[src/rtl/dph_pkg.sv]
`timescale 1ns / 1ps
`default_nettype none

package dph_pkg;

    localparam int HASH_W = 64;
    localparam int KEY_W  = 8;
    localparam int IDX_W  = 16;

    localparam logic [HASH_W-1:0] HASH_SEED  = 64'd5381;
    localparam int                MULT_SHIFT = 5;
    localparam logic [IDX_W-1:0]  COUNT_RST  = 16'd1;

    typedef struct packed {
        logic             done;
        logic [IDX_W-1:0] rem;
    } dph_mod_status_t;

endpackage

`default_nettype wire

[src/rtl/dph_mod_unit.sv]
`timescale 1ns / 1ps
`default_nettype none

module dph_mod_unit
(
    input  wire logic                         clk,
    input  wire logic                         rst_n,
    input  wire logic                         start,
    input  wire logic [dph_pkg::HASH_W-1:0]   dividend,
    input  wire logic [dph_pkg::IDX_W-1:0]    divisor,
    output dph_pkg::dph_mod_status_t          status
);
    import dph_pkg::*;

    localparam int CNT_W = $clog2(HASH_W);

    logic                busy_reg;
    logic                done_reg;
    logic [CNT_W-1:0]    cnt_reg;
    logic [HASH_W-1:0]   num_reg;
    logic [IDX_W-1:0]    den_reg;
    logic [IDX_W-1:0]    rem_reg;
    logic [IDX_W:0]      trial;
    logic [IDX_W:0]      diff;
    logic [IDX_W-1:0]    rem_next;

    // one quotient bit per cycle, restoring
    always_comb
    begin
        trial = {rem_reg, num_reg[HASH_W-1]};
        diff  = trial - {1'b0, den_reg};
        if (trial >= {1'b0, den_reg})
        begin
            rem_next = diff[IDX_W-1:0];
        end
        else
        begin
            rem_next = trial[IDX_W-1:0];
        end
    end

    always_ff @(posedge clk or negedge rst_n)
    begin
        if (!rst_n)
        begin
            busy_reg <= 1'b0;
            done_reg <= 1'b0;
            cnt_reg  <= '0;
        end
        else
        begin
            done_reg <= 1'b0;
            if (start)
            begin
                busy_reg <= 1'b1;
                cnt_reg  <= '0;
            end
            else if (busy_reg)
            begin
                cnt_reg <= cnt_reg + 1'b1;
                if (cnt_reg == CNT_W'(HASH_W - 1))
                begin
                    busy_reg <= 1'b0;
                    done_reg <= 1'b1;
                end
            end
        end
    end

    always_ff @(posedge clk)
    begin
        if (start)
        begin
            num_reg <= dividend;
            den_reg <= divisor;
            rem_reg <= '0;
        end
        else if (busy_reg)
        begin
            num_reg <= {num_reg[HASH_W-2:0], 1'b0};
            rem_reg <= rem_next;
        end
    end

    assign status.done = done_reg;
    assign status.rem  = rem_reg;

endmodule

`default_nettype wire

[src/rtl/djb2_partition_hash_core.sv]
// channel   dir  tdata                      tuser  tlast
// s_axis    in   [7:0] key_byte             -      -
// m_axis    out  [15:0] partition_index     -      -
// cfg       in   [15:0] num_parts           -      -
//
// a non-zero key byte is folded into the hash as it is accepted; the next item is taken right after
// a zero byte starts the modulo in the bit-serial remainder unit; once it is done the core
// loads the output register, stalling while a prior result is unread, and then is ready again
// the result sits in an output register; non-zero bytes keep flowing while it waits
// rst_n clears the hash to 5381, the count to 1 and the output valid
`timescale 1ns / 1ps
`default_nettype none

module djb2_partition_hash_core
(
    input  wire logic                        clk,
    input  wire logic                        rst_n,
    input  wire logic                        s_tvalid,
    output wire logic                        s_tready,
    input  wire logic [7:0]                  s_tdata,   // [7:0] key_byte
    output wire logic                        m_tvalid,
    input  wire logic                        m_tready,
    output wire logic [15:0]                 m_tdata,   // [15:0] partition_index
    input  wire logic                        cfg_wr_en,
    input  wire logic [dph_pkg::IDX_W-1:0]   cfg_wr_data
);
    import dph_pkg::*;

    typedef enum logic [1:0] {
        ST_IDLE,
        ST_DIV,
        ST_WAIT
    } state_t;

    state_t             state_reg;
    logic [HASH_W-1:0]  hash_reg;
    logic [HASH_W-1:0]  hash_next;
    logic [IDX_W-1:0]   count_reg;
    logic               m_valid_reg;
    logic [IDX_W-1:0]   m_data_reg;
    logic               accept;
    logic               key_end;
    logic               mod_start;
    logic [HASH_W-1:0]  byte_ext;
    logic [IDX_W-1:0]   idx;
    dph_mod_status_t    mod_status;

    assign s_tready  = (state_reg == ST_IDLE);
    assign accept    = s_tvalid && s_tready;
    assign key_end   = (s_tdata == '0);
    assign mod_start = accept && key_end;
    assign byte_ext  = {{(HASH_W - KEY_W){s_tdata[KEY_W-1]}}, s_tdata};
    assign hash_next = (hash_reg << MULT_SHIFT) + hash_reg + byte_ext;
    assign idx       = (count_reg == '0) ? '0 : mod_status.rem;

    dph_mod_unit u_mod
    (
        .clk      (clk),
        .rst_n    (rst_n),
        .start    (mod_start),
        .dividend (hash_reg),
        .divisor  (count_reg),
        .status   (mod_status)
    );

    always_ff @(posedge clk or negedge rst_n)
    begin
        if (!rst_n)
        begin
            count_reg <= COUNT_RST;
        end
        else if (cfg_wr_en)
        begin
            count_reg <= cfg_wr_data;
        end
    end

    always_ff @(posedge clk or negedge rst_n)
    begin
        if (!rst_n)
        begin
            state_reg   <= ST_IDLE;
            hash_reg    <= HASH_SEED;
            m_valid_reg <= 1'b0;
            m_data_reg  <= '0;
        end
        else
        begin
            if (m_valid_reg && m_tready && (state_reg != ST_WAIT))
            begin
                m_valid_reg <= 1'b0;
            end
            unique case (state_reg)
                ST_IDLE:
                begin
                    if (accept)
                    begin
                        if (key_end)
                        begin
                            hash_reg  <= HASH_SEED;
                            state_reg <= ST_DIV;
                        end
                        else
                        begin
                            hash_reg <= hash_next;
                        end
                    end
                end
                ST_DIV:
                begin
                    if (mod_status.done)
                    begin
                        state_reg <= ST_WAIT;
                    end
                end
                ST_WAIT:
                begin
                    if (!m_valid_reg || m_tready)
                    begin
                        m_valid_reg <= 1'b1;
                        m_data_reg  <= idx;
                        state_reg   <= ST_IDLE;
                    end
                end
                default:
                begin
                    state_reg <= ST_IDLE;
                end
            endcase
        end
    end

    assign m_tvalid = m_valid_reg;
    assign m_tdata  = m_data_reg;

endmodule

`default_nettype wire

[config.mk]
export PLATFORM = sky130hd
export DESIGN_NAME = djb2_partition_hash_core
export DESIGN_NICKNAME = d
export VERILOG_FILES = /design/src/rtl/dph_pkg.sv /design/src/rtl/dph_mod_unit.sv /design/src/rtl/djb2_partition_hash_core.sv
export SDC_FILE = /design/constraint.sdc
export NUM_CORES = 1
export LEC_CHECK = 0
export ABC_AREA = 1
export BUFFER_PORTS_ARGS = -buffer_cell sky130_fd_sc_hd__clkbuf_2
export CELL_PAD_IN_SITES_DETAIL_PLACEMENT = 1
export CELL_PAD_IN_SITES_GLOBAL_PLACEMENT = 2
export CORE_UTILIZATION = 33
export CTS_CLUSTER_DIAMETER = 30
export DETAILED_ROUTE_END_ITERATION = 10
export PLACE_DENSITY_LB_ADDON = 0.25
export SYNTH_ARGS = -nofsm -noshare
export SYNTH_HDL_FRONTEND = slang
export SYNTH_HIERARCHICAL = 1
export SYNTH_SLANG_ARGS = --single-unit
[constraint.sdc]
create_clock -name clk -period 3.8 [get_ports clk]
set_clock_uncertainty 0.05 [all_clocks]
set_input_delay 0.38 -clock clk [delete_from_list [all_inputs] [get_ports clk]]
set_output_delay 0.38 -clock clk [all_outputs]
set_load 0.05 [all_outputs]
* Yosys cells after proc, flatten, opt, wreduce, memory -nomap -nowiden
Index checks and enable logic that the tools add are counted.
** Word-level totals
- Register bits after elaboration :: 203
- Input port bits :: 29
- Output and inout bits :: 18
- Word-level logic and storage cells :: 58
** Operators by class
- $add $sub $neg :: 4
- Magnitude comparators :: 1
- Equality and inequality tests :: 8
- Mux-type cells :: 21
- Reduce and logical (&&, ||, !) cells :: 13
** Operators with widths (count)
- 64-bit 2-to-1 mux :: 3
- 64-bit adder :: 2
- 16-bit 2-to-1 mux :: 2
- 17-bit by 16-bit >= comparator with 1-bit output :: 1
- 16-bit logical NOT :: 1
- 16-bit subtractor :: 1
- 6-bit 2-to-1 mux :: 2
- 1-bit 2-to-1 mux :: 9
- 8-bit logical NOT :: 1
- 2-bit 2-to-1 mux :: 4
- 6-bit by 1-bit adder with 6-bit output, second input constant :: 1
- 6-bit equality test, second input constant :: 1
- 2-bit by 1-bit inequality test with 1-bit output, second input constant :: 3
- 2-bit case mux with 3 select lines :: 1
- 1-bit logical AND :: 4
- 2-bit inequality test, second input constant :: 2
- 2-bit AND reduction :: 2
- 4-bit AND reduction :: 1
- 2-bit by 1-bit equality test with 1-bit output, second input constant :: 1
- 2-bit equality test, second input constant :: 1
- 2-bit logical NOT :: 1
- 2-bit nonzero test :: 1
- 1-bit logical NOT :: 1
- 1-bit logical OR :: 1

* Longest topological paths before layout
Gate-level depths: netlist of run 1.
- Depth after elaboration :: 5
- Mapped depth :: 19
- Mapped depth without buffers :: 19

* Modules after synthesis
The synthesis of run 1 kept the hierarchy.
** By module, submodules not included
- djb2_partition_hash_core :: instances 1, cells each 1724, area each 10787.8 µm², seq. area each 2484.9 µm²
- dph_mod_unit :: instances 1, cells each 651, area each 5489.0 µm², seq. area each 2922.8 µm²

* Worst setup path before layout of run 1
No wires, ideal clock.
- Path kind :: flip-flop to flip-flop
- From :: register state_reg[0]
- To :: register u_mod.num_reg[0] (enable)
- Setup time :: 0.422 ns
- Arrival :: 3.732 ns
- Required time :: 3.328 ns
- Path slack :: -0.404 ns
- Cell stages (with the launch flop) :: 7
- Path buffers :: 1
- Clock period less this slack :: 4.204 ns
- Cell sequence :: dfrtp_1 nor2_2 nand2_2 clkbuf_1 nor2_1 nor2_1 inv_1
** Between the ends
- Word-level cells in the longest chain between the ends :: 4
** RTL lines
- start, declared :: RTL line djb2_partition_hash_core.sv:35 : state_t state_reg;
- start signal, assigned :: RTL line djb2_partition_hash_core.sv:82 : state_reg <= ST_IDLE;
- start signal, assigned :: RTL line djb2_partition_hash_core.sv:101 : state_reg <= ST_DIV;
- start signal, assigned :: RTL line djb2_partition_hash_core.sv:113 : state_reg <= ST_WAIT;
- 2-bit logical NOT :: RTL line djb2_partition_hash_core.sv:48 : assign s_tready = (state_reg == ST_IDLE);
- net s_tready :: RTL line djb2_partition_hash_core.sv:19 : output wire logic s_tready,
- 1-bit logical AND :: RTL line djb2_partition_hash_core.sv:49 : assign accept = s_tvalid && s_tready;
- 1-bit logical AND :: RTL line djb2_partition_hash_core.sv:51 : assign mod_start = accept && key_end;
- net mod_start :: RTL line djb2_partition_hash_core.sv:43 : logic mod_start;
- 2-bit nonzero test (no source line)
- end signal, assigned :: RTL line dph_mod_unit.sv:74 : num_reg <= dividend;
- end signal, assigned :: RTL line dph_mod_unit.sv:80 : num_reg <= {num_reg[HASH_W-2:0], 1'b0};
- end, declared :: RTL line dph_mod_unit.sv:20 : logic [HASH_W-1:0] num_reg;
The timed path passes the listed nets, and every way through them passes these cells.
A chain may end at the register's enable or synchronous reset.

* Worst setup path after layout of run 1
- From :: register hash_reg[0]
- To :: register hash_reg[42]
** Between the ends
- Word-level cells in the longest chain between the ends :: 3
** RTL lines
- start, declared :: RTL line djb2_partition_hash_core.sv:36 : logic [HASH_W-1:0] hash_reg;
- start signal, assigned :: RTL line djb2_partition_hash_core.sv:105 : hash_reg <= hash_next;
- 64-bit adder (2 in a row) :: RTL line djb2_partition_hash_core.sv:53 : assign hash_next = (hash_reg << MULT_SHIFT) + hash_reg + byte_ext;
- 64-bit 2-to-1 mux :: RTL line djb2_partition_hash_core.sv:98 : if (key_end)
Every way passes these cells.

==> results.txt, run 1 <==
arrival time worst endpoint - 3.53 ns
Final Max Tran Viols - 0
Avg Synthesized Cell Area - 6.85 sq um
postcts setup bufs - 0
area of the multi-input gates - 9110 sq um
Root Buffer - clkbuf_16
gpl congestion - 0.902
fin crit period - 3.13 ns
asr flop ratio synth - 52.7%
GRT Total Usage - 23.3%
placement row count - 81
number of unique standard cell types used by synthesis - 47
antenna violations before repair - 0
Period Utilization, post-route - 82.5%
vias in the first global route - 16.2k
Synth Warn # - 6
Reg area - 5410 sq um
antenna cells - 0
final HPWL from detailed placement - 44.6 mm
grt total ovfl - 0
crit-path most repeated cell - nand2_1
DR WL/cell - 17.6 microns
final-layout fill cell count - 6142
Util after Layout - 40.8%
Gate Count Post-Synth - 2375
htree depth - 3
first-pass GRT wire length - 89.7 mm
fmax - 319 MHz
Hold Slack - 0.178 ns
final setup violating endpoints - 0
final hold vios - 0
type of the tightest min-delay check - in -> reg
Worst path slowest cell - dfstp_2
critical setup path kind - reg -> reg
outcome - complete, no violations
Vias/cell - 4.73
Post-synth EDFFs - 80
Antenna Nets Post-Route - 0
Reg clk slew, reported paths - 0.04 ns
detailed-router iteration count before antenna repair - 5
share of layout cells above drive strength 1 - 11.2%
number of synthesized register bits - 203
CP Cell Sequence - inv_1, fa_1, inv_1, ha_1, nand2_2, nor2_1, nand3_1, nand3_1, nand3_1, nand2_1, nand2_1, nand2_1, nand2_1, nand3_1, nand2_1
top post-synthesis cells by area - nand2_1, dfrtp_1, edfxtp_1
Layout area overhead - 22.1%
placed inst area - 17300 sq um
Starting Density - 33.4%
Worst-Skew Late Latency - 0.58 ns
Post-synth top flop - dfrtp_1
Final #Nets - 2656
Synth Cell Area - 16300 sq um
Die ar. - 50200 sq um
Seq/Total Area, Yosys - 33.2%
worst-margin pin slew - 1.11 ns
TritonCTS buffer count - 67
relative slew slack - 25.9%
routed via count - 15.1k
Design Area, Final - 19900 sq um
element type at the critical path start - flop
Core ar. - 48700 sq um
critical path required time - 4.20 ns
I/O pin cnt - 47
Top delay family on crit path - simple AND/OR/NAND/NOR gates
Sink Count - 203
largest net degree at the start of global routing - 69
CTS tree - yes
CTS max path bufs - 3
I/O Buffers - 46
final setup TNS - 0 ns
syn nets - 2548
cell taking the most area after synthesis - nand2_1
Critical Path Max Stage Delay - 0.54 ns
Yosys top cell area share - 23.2%
worst-path fanout max - 5
CP Buf/Inv Count - 2
max cap viols - 0
RSZ-0062 raised after global routing - no
die height - 224 microns
DRT iter0 DRCs - 604
post-route DRC violation count - 0
Worst setup EP type - flop
Die X - 224 microns
Post-Route WL - 56.4 mm
==> kinds of logic (layout without fill, tap and decap cells) <==
family,Yosys count,count (layout),share of synthesized area [%]
and+or+nand+nor,1383,1383,35.7
buffers and inverters,460,623,10.9
adders and majority gates,144,144,13.8
DFF,203,203,33.2
xor gates and xnor gates,13,13,0.700
AOI/OAI and AO/OA,172,172,5.63
==> per-layer routing <==
metal / GRT usage [%] / wire, microns / vias to the layer above
met5: 0 / 0 / -
met4: 8.46 / 1670 / 0
met3: 3.71 / 1600 / 107
met2: 42.2 / 29000 / 207
met1: 27.5 / 24100 / 7285
li1: - / - / 7548
==> repair_timing <==
action / 4_1_cts / 5_1_grt
hold buffers: 18 / 0
resized for setup: 0 / 0
hold endpoints to repair: 71 / 0
==> path summary, 6_finish.rpt <==
| kind | start | to | slack [ns] | cells after the start |
|---|---|---|---|---|
| worst min register to register | count_reg[5]$_DFFE_PN0P_ | u_mod/den_reg[5]$_DFFE_PP_ | 0.39 | 0 |
| worst max-delay path | hash_reg[0]$_DFFE_PN1P_ | hash_reg[42]$_DFFE_PN0P_ | 0.67 | 15 |
| max in group asynchronous | rst_n | count_reg[0]$_DFFE_PN1P_ | 2.43 | 3 |
| worst max register to register | hash_reg[0]$_DFFE_PN1P_ | hash_reg[42]$_DFFE_PN0P_ | 0.67 | 15 |
| worst min-delay path | s_tdata[0] | hash_reg[0]$_DFFE_PN1P_ | 0.18 | 4 |
| min in group asynchronous | rst_n | hash_reg[1]$_DFFE_PN0P_ | 0.40 | 2 |
==> tightest hold or removal path: stages <==
cell and delay, ns:
clkbuf_2 0.10, ha_1 0.13, nor2_1 0.04, a21oi_1 0.12
==> area by class of cell <==
cell class / instances / share of cell area, %
multi-input cells: 1712 / 45.8
flip-flops and latches: 203 / 27.2
clock buffers: 98 / 9.99
inverters: 421 / 7.97
well taps: 664 / 4.18
repair buffers: 78 / 2.93
clock inverters: 26 / 1.87
==> layout by cell type, fill, tap and decap left out, types with 7 or more instances in the layout <==
| cell type | synthesis | layout |
|---|---|---|
| nand2_1 | 1006 | 1006 |
| inv_1 | 398 | 397 |
| nor2_1 | 136 | 135 |
| nand3_1 | 116 | 116 |
| dfrtp_1 | 101 | 101 |
| ha_1 | 84 | 84 |
| edfxtp_1 | 80 | 80 |
| a21oi_1 | 71 | 71 |
| clkbuf_16 | 0 | 69 |
| o21ai_0 | 64 | 64 |
| fa_1 | 60 | 60 |
| clkbuf_2 | 0 | 44 |
| nand2_2 | 28 | 28 |
| nor2_2 | 21 | 21 |
| inv_2 | 19 | 20 |
| o21ai_1 | 18 | 18 |
| dlygate4sd3_1 | 0 | 18 |
| nand4_1 | 17 | 17 |
| nand3_2 | 16 | 16 |
| dfxtp_1 | 16 | 16 |
| clkbuf_8 | 0 | 15 |
| clkbuf_1 | 26 | 14 |
| buf_4 | 3 | 11 |
| clkinv_2 | 0 | 8 |
| nand3b_1 | 8 | 8 |
| o21bai_1 | 7 | 7 |
| xnor2_1 | 7 | 7 |
==> metrics by stage <==
stage / instances / worst slack (ns)
2_1_floorplan: 2375 / 0.169
3_3_place_gp: 3060 / 0.321
3_5_place_dp: 3060 / 0.298
4_1_cts: 3202 / 0.650
5_1_grt: 3202 / 0.443
6_report: 3202 / 0.666
==> synth_stat cells (6+ instances only) <==
cell type / number
nand2_2: 28
nand3b_1: 8
fa_1: 60
dfstp_2: 6
nand3_2: 16
dfxtp_1: 16
nor3_1: 6
clkbuf_1: 26
o21ai_1: 18
nand4_1: 17
buf_2: 7
xor2_1: 6
ha_1: 84
edfxtp_1: 80
o21ai_0: 64
nand3_1: 116
nand2_1: 1006
o21bai_1: 7
inv_1: 398
dfrtp_1: 101
inv_2: 19
nor2_1: 136
xnor2_1: 7
a21oi_1: 71
nor2_2: 21
Power of run 1 is left out: the tool's default activity adds up to more than one toggle a clock period on the data nets, which glitch-free logic cannot reach.
==> run 2: changes to the inputs <==
==> constraint.sdc (replaced) <==
create_clock -name clk -period 2.58 [get_ports clk]
set_clock_uncertainty 0.05 [all_clocks]
set_input_delay 0.258 -clock clk [delete_from_list [all_inputs] [get_ports clk]]
set_output_delay 0.258 -clock clk [all_outputs]
set_load 0.05 [all_outputs]
==> results.txt, run 2 (synthesis results as in run 1) <==
outcome - finished, violations left
failing checks - negative setup slack
Post-Route WL - 64.9 mm (+15%)
fin crit period - 2.76 ns (-0.379 ns)
final setup violating endpoints - 52 (+52)
die height - 224 microns (unchanged)
Vias/cell - 4.80 (+1.5%)
relative slew slack - 13.3% (-13 points)
placement row count - 81 (unchanged)
worst-margin pin slew - 1.30 ns (+0.186 ns)
htree depth - 3 (unchanged)
antenna cells - 0 (unchanged)
Sink Count - 203 (unchanged)
DR WL/cell - 18.6 microns (+5.4%)
Die X - 224 microns (unchanged)
most common cell after layout, fill and taps aside - nand2_1
Final WS setup - -0.175 ns (-0.841 ns)
Core ar. - 48700 sq um (unchanged)
type of the tightest min-delay check - in -> reg
CTS max path bufs - 3 (unchanged)
Antenna Nets Post-Route - 0 (unchanged)
TritonCTS buffer count - 69 (+3.0%)
Worst-Skew Late Latency - 0.59 ns (about the same)
Die ar. - 50200 sq um (unchanged)
final HPWL from detailed placement - 47.8 mm (+7.4%)
critical path required time - 3.03 ns (-1.17 ns)
share of layout cells above drive strength 1 - 35.3% (+24 points)
RSZ-0062 raised after global routing - yes
grt total ovfl - 0 (unchanged)
critical setup path kind - reg -> reg
Period Utilization, post-route - 107% (+24 points)
arrival time worst endpoint - 3.20 ns (-0.33 ns)
largest net degree at the start of global routing - 70 (+1.4%)
Final Max Tran Viols - 0 (unchanged)
CTS tree - yes
slack of the worst reg-to-reg path - -0.18 ns (-0.84 ns)
fmax - 363 MHz (+14%)
Worst path slowest cell - dfstp_2
max cap viols - 0 (unchanged)
crit-path most repeated cell - nand2_4
gpl congestion - 0.854 (-5.3%)
CP Cell Sequence - fa_1, ha_4, nand2_4, inv_2, nand2_2, nand2_2, buf_6, nand2_4, nand2_4, nand2_2, nand3_2, buf_8, nand2_4, nand2_4, nand2_2, nand2_1, o21ai_1
Util after Layout - 49.8% (+9.0 points)
GRT Total Usage - 26.1% (+2.8 points)
first-pass GRT wire length - 100 mm (+12%)
Reg clk slew, reported paths - 0.05 ns (about the same)
I/O pin cnt - 47 (unchanged)
Root Buffer - clkbuf_16
I/O Buffers - 46 (unchanged)
vias in the first global route - 18.4k (+14%)
Critical Path Max Stage Delay - 0.61 ns (+0.07 ns)
commonest cells after routing, fill and taps aside - nand2_1, inv_1, buf_4
routed via count - 16.8k (+11%)
DRT iter0 DRCs - 642 (+6.3%)
Layout area overhead - 49.1%
detailed-router iteration count before antenna repair - 5 (unchanged)
antenna violations before repair - 0 (unchanged)
Final #Nets - 2953 (+11%)
Worst setup EP type - flop
final hold vios - 0 (unchanged)
element type at the critical path start - flop
worst-path fanout max - 4 (-1)
post-route DRC violation count - 0 (unchanged)
Starting Density - 33.4% (unchanged)
run 2: cell count changes in the layout (fill, tap and decap cells not counted), moves of 47 or more:
cell and change:
nor2_1 -57, ha_1 -53, ha_4 +47, nand2_1 -182, buf_4 +275, nand2_4 +49
nand2_2 +130
run 2: layer usage:
layer | vias up | track usage (%) | wire (microns) | share of wire, %
met5 | - | 0 | 0 | 0
met4 | 0 | 13.0 | 2970 | 4.6
met3 | 151 | 4.81 | 2160 | 3.3
met2 | 314 | 45.1 | 32300 | 50
met1 | 8186 | 31.0 | 27500 | 42
li1 | 8147 | - | - | -
run 2: final timing paths:
check	start	endpoint	cells past startpoint
worst max-delay path	hash_reg[8]$_DFFE_PN1P_	hash_reg[38]$_DFFE_PN0P_	17
worst min-delay path	s_tdata[0]	hash_reg[0]$_DFFE_PN1P_	4
worst max register to register	hash_reg[8]$_DFFE_PN1P_	hash_reg[38]$_DFFE_PN0P_	17
worst min register to register	count_reg[1]$_DFFE_PN0P_	u_mod/den_reg[1]$_DFFE_PP_	0
max in group asynchronous	rst_n	hash_reg[54]$_DFFE_PN0P_	3
min in group asynchronous	rst_n	state_reg[1]$_DFFE_PN0P_	2
run 2: what timing repair did:
action | in CTS | in global routing
gates cloned | 0 | 0
buffers inserted | 26 | 20
endpoints found under the setup margin | 56 | 57
hold buffers | 19 | 0
hold endpoints to repair | 58 | 0
gates resized for setup | 351 | 217
pin swaps | 108 | 106
run 2: through the flow:
stage / worst slack, ns / instances / TNS, ns / hold slack, ns / cell area [sq um]
final: -0.175 / 3498 / -4.87 / 0.0806 / 24300
after global routing: -0.299 / 3498 / -11.24 / 0.0937 / 24300
after CTS: -0.152 / 3478 / -3.26 / 0.0655 / 23400
after detailed placement: -0.535 / 3308 / -18.60 / 0.316 / 19200
after global placement: -0.498 / 3308 / -15.52 / 0.300 / 19200
after floorplan: -0.0369 / 2375 / -2.36 / -0.0876 / 16300
run 2: layout make-up:
class / count / area (sq um)
Clock buffer: 91 / 1920
Clock inverter: 34 / 392
Fill cell: 5973 / 24500
Inverter: 421 / 1590
Multi-Input combinational cell: 1712 / 11200
Sequential cell: 203 / 5460
Tap cell: 664 / 831
Timing Repair Buffer: 373 / 2890
run 2: worst max-delay path: cells and delay by family (launching register included):
kind	cells	cell delay [ns]
compound gates	1	0.14
fa+ha+maj	2	0.80
buf+inv	3	0.31
flops	1	0.61
simple gates	11	0.72
Power of run 2 is left out for the same reason.
